`config.mk`:
```
export PLATFORM = sky130hd
export DESIGN_NAME = vlrrf_ctrl
export DESIGN_NICKNAME = d
export VERILOG_FILES = /design/src/hdl/vlrrf_pkg.sv /design/src/hdl/vlrrf_ctrl.sv
export SDC_FILE = /design/constraint.sdc
export NUM_CORES = 1
export LEC_CHECK = 0
export ABC_AREA = 0
export BUFFER_PORTS_ARGS = -buffer_cell sky130_fd_sc_hd__buf_2
export CAP_MARGIN = 0
export CORE_AREA = 2 2 39 41
export CTS_CLUSTER_DIAMETER = 200
export DETAILED_ROUTE_END_ITERATION = 10
export DIE_AREA = 0 0 41 43
export PLACE_DENSITY = 0.48
export SYNTH_ARGS = -nofsm -noshare
export SYNTH_HDL_FRONTEND = slang
export SYNTH_SLANG_ARGS = --single-unit
export TNS_END_PERCENT = 50
```
`constraint.sdc`:
```
create_clock -name i_clk -period 1.1 [get_ports i_clk]
set_input_delay 0.055 -clock i_clk [delete_from_list [all_inputs] [get_ports i_clk]]
set_output_delay 0.055 -clock i_clk [all_outputs]
set_load 0.01 [all_outputs]
```
`src/hdl/vlrrf_pkg.sv`:
```
// ----------------------------------------------------------------------------
// vlrrf_pkg
// Shared types and constants of the variable-length record ring FIFO.
// ----------------------------------------------------------------------------
package vlrrf_pkg;

    localparam int RING_BYTES_DEF    = 4096;
    localparam int HDR_BYTES_DEF     = 4;
    localparam int CFG_W             = 13;
    localparam int LEN_W             = 12;
    localparam int CNT_W             = 11;
    localparam logic [CFG_W-1:0] RING_LENGTH_RESET = 13'd4096;
    localparam logic [CFG_W-1:0] RING_LENGTH_MIN   = 13'd16;
    localparam logic [CNT_W-1:0] COUNT_MAX         = 11'd2047;

    typedef enum logic [1:0] {
        K_APPEND = 2'd0,
        K_READ   = 2'd1,
        K_REMOVE = 2'd2,
        K_CLEAR  = 2'd3
    } t_kind;

    typedef enum logic [1:0] {
        ST_OK      = 2'd0,
        ST_EMPTY   = 2'd1,
        ST_END     = 2'd2,
        ST_DROPPED = 2'd3
    } t_status;

    typedef enum logic [2:0] {
        S_IDLE,
        S_EXEC,
        S_HDR_WR,
        S_HDR_RD,
        S_HDR_WAIT,
        S_RD_WAIT,
        S_DONE
    } t_state;

    // Controller to datapath commands.
    typedef struct packed {
        logic exec;      // evaluate the accepted item
        logic hdr_wr;    // write one header byte
        logic hdr_rd;    // issue one header byte read
        logic hdr_cap;   // capture the returned header byte
        logic rd_cap;    // capture a data byte
        logic finish;    // load the result register
    } t_cmd;

    // Datapath to controller status.
    typedef struct packed {
        logic need_hdr_wr;
        logic need_hdr_rd;
        logic need_rd;
        logic hdr_last;
    } t_stat;

endpackage

```
`src/hdl/vlrrf_ctrl.sv`:
```
// ----------------------------------------------------------------------------
// vlrrf_ctrl
// Sequencer for one item: evaluate, header bytes, data read, result.
// ----------------------------------------------------------------------------
module vlrrf_ctrl
    import vlrrf_pkg::*;
(
    input  logic  i_clk,
    input  logic  i_rst_n,
    input  logic  i_in_fire,
    input  logic  i_out_free,
    input  t_stat i_stat,
    output logic  o_in_ready,
    output t_cmd  o_cmd
);
    t_state r_state, n_state;

    // State register.
    always_ff @(posedge i_clk) begin
        if (!i_rst_n) begin
            r_state <= S_IDLE;
        end else begin
            r_state <= n_state;
        end
    end

    // Next state.
    always_comb begin
        n_state = r_state;
        unique case (r_state)
            S_IDLE:     if (i_in_fire) n_state = S_EXEC;
            S_EXEC: begin
                if (i_stat.need_hdr_wr)      n_state = S_HDR_WR;
                else if (i_stat.need_hdr_rd) n_state = S_HDR_RD;
                else if (i_stat.need_rd)     n_state = S_RD_WAIT;
                else                         n_state = S_DONE;
            end
            S_HDR_WR:   if (i_stat.hdr_last) n_state = S_DONE;
            S_HDR_RD:   n_state = S_HDR_WAIT;
            S_HDR_WAIT: n_state = i_stat.hdr_last ? S_DONE : S_HDR_RD;
            S_RD_WAIT:  n_state = S_DONE;
            S_DONE:     if (i_out_free) n_state = S_IDLE;
            default:    n_state = S_IDLE;
        endcase
    end

    // Outputs.
    always_comb begin
        o_cmd      = '0;
        o_in_ready = 1'b0;
        unique case (r_state)
            S_IDLE:     o_in_ready = 1'b1;
            S_EXEC:     o_cmd.exec = 1'b1;
            S_HDR_WR:   o_cmd.hdr_wr = 1'b1;
            S_HDR_RD:   o_cmd.hdr_rd = 1'b1;
            S_HDR_WAIT: o_cmd.hdr_cap = 1'b1;
            S_RD_WAIT:  o_cmd.rd_cap = 1'b1;
            S_DONE:     o_cmd.finish = i_out_free;
            default:    o_in_ready = 1'b0;
        endcase
    end
endmodule

```
==> results.sh <==
export IMPL_cts_tree="built"
export IMPL_end_kind="primary output"
export IMPL_postPlaceCellArea_um2=317
export IMPL_synthSimpleGateAreaFrac=0.318
export IMPL_path_clk_slew_ns=0.04
export IMPL_clk_path_buf_depth=2
export IMPL_post_route_cells_drive_above_1_share=0.574
export IMPL_largest_reg_flops=3
export IMPL_fmax_mhz=946
export IMPL_postRouteAntennaNets=0
export IMPL_power_mw=0.648
export IMPL_holdBufCountCts=0
export IMPL_cts_buffers_inserted=3
export IMPL_crit_fanout=7
export IMPL_core_area_mm2=0.00138
export IMPL_dpl_hpwl_um=451
export IMPL_grt_ovfl_total=0
export IMPL_layout_setup_ws_ns=0.0431
export IMPL_synth_top_family_by_area="compound AO/OA/AOI/OAI gates"
export IMPL_grt_pass1_vias=217
export IMPL_synthCells=30
export IMPL_slew_violations=0
export IMPL_dieArea_mm2=0.00176
export IMPL_synth_compound_area_frac=0.344
export IMPL_layout_min_cycle_time_ns=1.06
export IMPL_rrSetupSlack_ns=0.17
export IMPL_synth_top_cell_by_area="dfxtp_1"
export IMPL_synth_area_leaders="dfxtp_1 25%, o311a_1 8.3%, and3b_1 7.3%, o32ai_2 6.8%, nor2_1 6.3%"
export IMPL_hold_viol_final=0
export IMPL_diodes=0
export IMPL_ios=15
export IMPL_place_ws_ns=0.0520
export IMPL_cts_sinks=3
export IMPL_drt_iter0_drc=2
export IMPL_fin_hold_ws_ns=0.0648
export IMPL_chipWidth_um=41
export IMPL_critPathArrivalTime_ns=1.00
export IMPL_setup_violations=0
export IMPL_syn_nets=38
export IMPL_avgViaCountPerCell=4.27
export IMPL_synthMuxAreaShare=0
export IMPL_ys_seq_area_frac=0.250
export IMPL_finalCritPeriodShare=0.961
export IMPL_relSlewSlack=0.879
export IMPL_drv_cap=0
export IMPL_top_register="r_state"
export IMPL_dr_pass1_iters=2
export IMPL_crit_start="r_state[2]"
export IMPL_ir_drop_v=0.000382
export IMPL_min_from="i_in_fire"
export IMPL_finalInstanceArea_um2=385
export IMPL_yosys_area_top_type_share=0.250
export IMPL_netlist_area_um2=240
export IMPL_antenna_found_initial=0
export IMPL_grt_pass1_wl_um=841
export IMPL_synth_cell_types=17
export IMPL_portBuffers=14
export IMPL_worst_pin_slew_ns=0.182
export IMPL_start_util=0.174
export IMPL_yosysWarnings=0
export IMPL_finish_net_count=56
export IMPL_worstReg2RegStart="r_state[2]"
export IMPL_syn_to_final_growth_pct=60.4
export IMPL_startpoint_type="register"
export IMPL_routedWlPerCell_um=8.94
export IMPL_cts_root_buffer="clkbuf_4"
export IMPL_clock_latency_ns=0.23
export IMPL_cp_required_ns=1.04
export IMPL_synthXorXnorAreaFrac=0
export IMPL_p_leak_nw=0.195
export IMPL_routabilityCongestion=0.597
export IMPL_critPathKind="reg -> out"
export IMPL_fin_tns_setup_ns=0
export IMPL_grt_max_degree=14
export IMPL_num_vias=269
export IMPL_die_height_um=43
export IMPL_wl_um=563
export IMPL_hp_class="in -> reg"
export IMPL_synth_area_per_cell_um2=8.01
export IMPL_cts_htree_levels=1
export IMPL_reg_top3="r_state (3)"
export IMPL_row_count=14
export IMPL_status="finished clean"
export IMPL_final_cell_mix="14 x buf_2, 4 x nor2_1, 3 x nand2_1, 3 x clkbuf_4"
export IMPL_synth_seq_cells=3
export IMPL_synthAdderAreaFrac=0
export IMPL_track_usage=0.0781
export IMPL_layout_commonest_cell="buf_2"
export IMPL_p_per_area_mw_per_mm2=1680
export IMPL_drc=0
export IMPL_skew_ns=0.00408
export IMPL_rsz0062_at_grt="yes"
==> Yosys cell counts <==
master,instances
o22a_1,1
a21oi_1,2
nor3b_1,2
nand2b_1,2
nor2_1,4
buf_2,2
o21bai_1,1
a21boi_0,1
o32ai_2,1
nand2_1,3
dfxtp_1,3
a21o_1,1
nor3_1,1
buf_6,1
and3b_1,2
o21ai_1,1
o311a_1,2
==> cells by family (layout without fill, tap and decap cells) <==
kind of cell    after synthesis  after routing
simple gates                 14             14
flops                         3              3
buf+inv                       3             20
compound gates               10             10
==> power by group <==
group | leakage (nW) | internal, mW | total, mW | switching [mW]
combinational | 0.153 | 0.149 | 0.251 | 0.103
clock | 0.0150 | 0.136 | 0.187 | 0.0515
sequential | 0.0264 | 0.143 | 0.209 | 0.0662
==> worst max-delay path, stage by stage, from the launching register on <==
cell and delay [ns]:
dfxtp_4 0.36, buf_6 0.13, nor3b_2 0.13, buf_2 0.14
==> layout make-up <==
cell class              instances  area, um2
fillers                       158        998
multi-input cells              24        181
repair buffers                 16       88.8
flip-flops and latches          3       68.8
clock buffers                   4       26.3
well taps                      16       20.0
==> routing by layer <==
metal	track usage	part of all wire	routed length, um
met1	0.0669	0.37	211
met2	0.109	0.51	287
met3	0.0524	0.11	64
met5	0	0	0
met4	0.0800	0	0
==> stage by stage <==
stage,util,std cells
2_1_floorplan,-,30
3_3_place_gp,0.229,58
3_5_place_dp,0.229,58
4_1_cts,0.262,62
5_1_grt,0.278,63
6_report,0.278,63
==> what timing repair did <==
item                                    in CTS  in global routing
buffers inserted                             0                  1
endpoints found under the hold margin        0                  0
endpoints found under the setup margin       7                  6
cloned                                       0                  0
gates resized for setup                      7                  3
pin swaps                                    0                  1
==> worst paths after layout <==
| check | endpoint | depth (start not counted) |
|---|---|---|
| worst min-delay path | r_state[0] | 2 |
| worst max-delay path | o_cmd[5] | 3 |
| worst min register to register | r_state[2] | 2 |
| worst max register to register | r_state[1] | 2 |
Power figures use the tool's default switching activity.
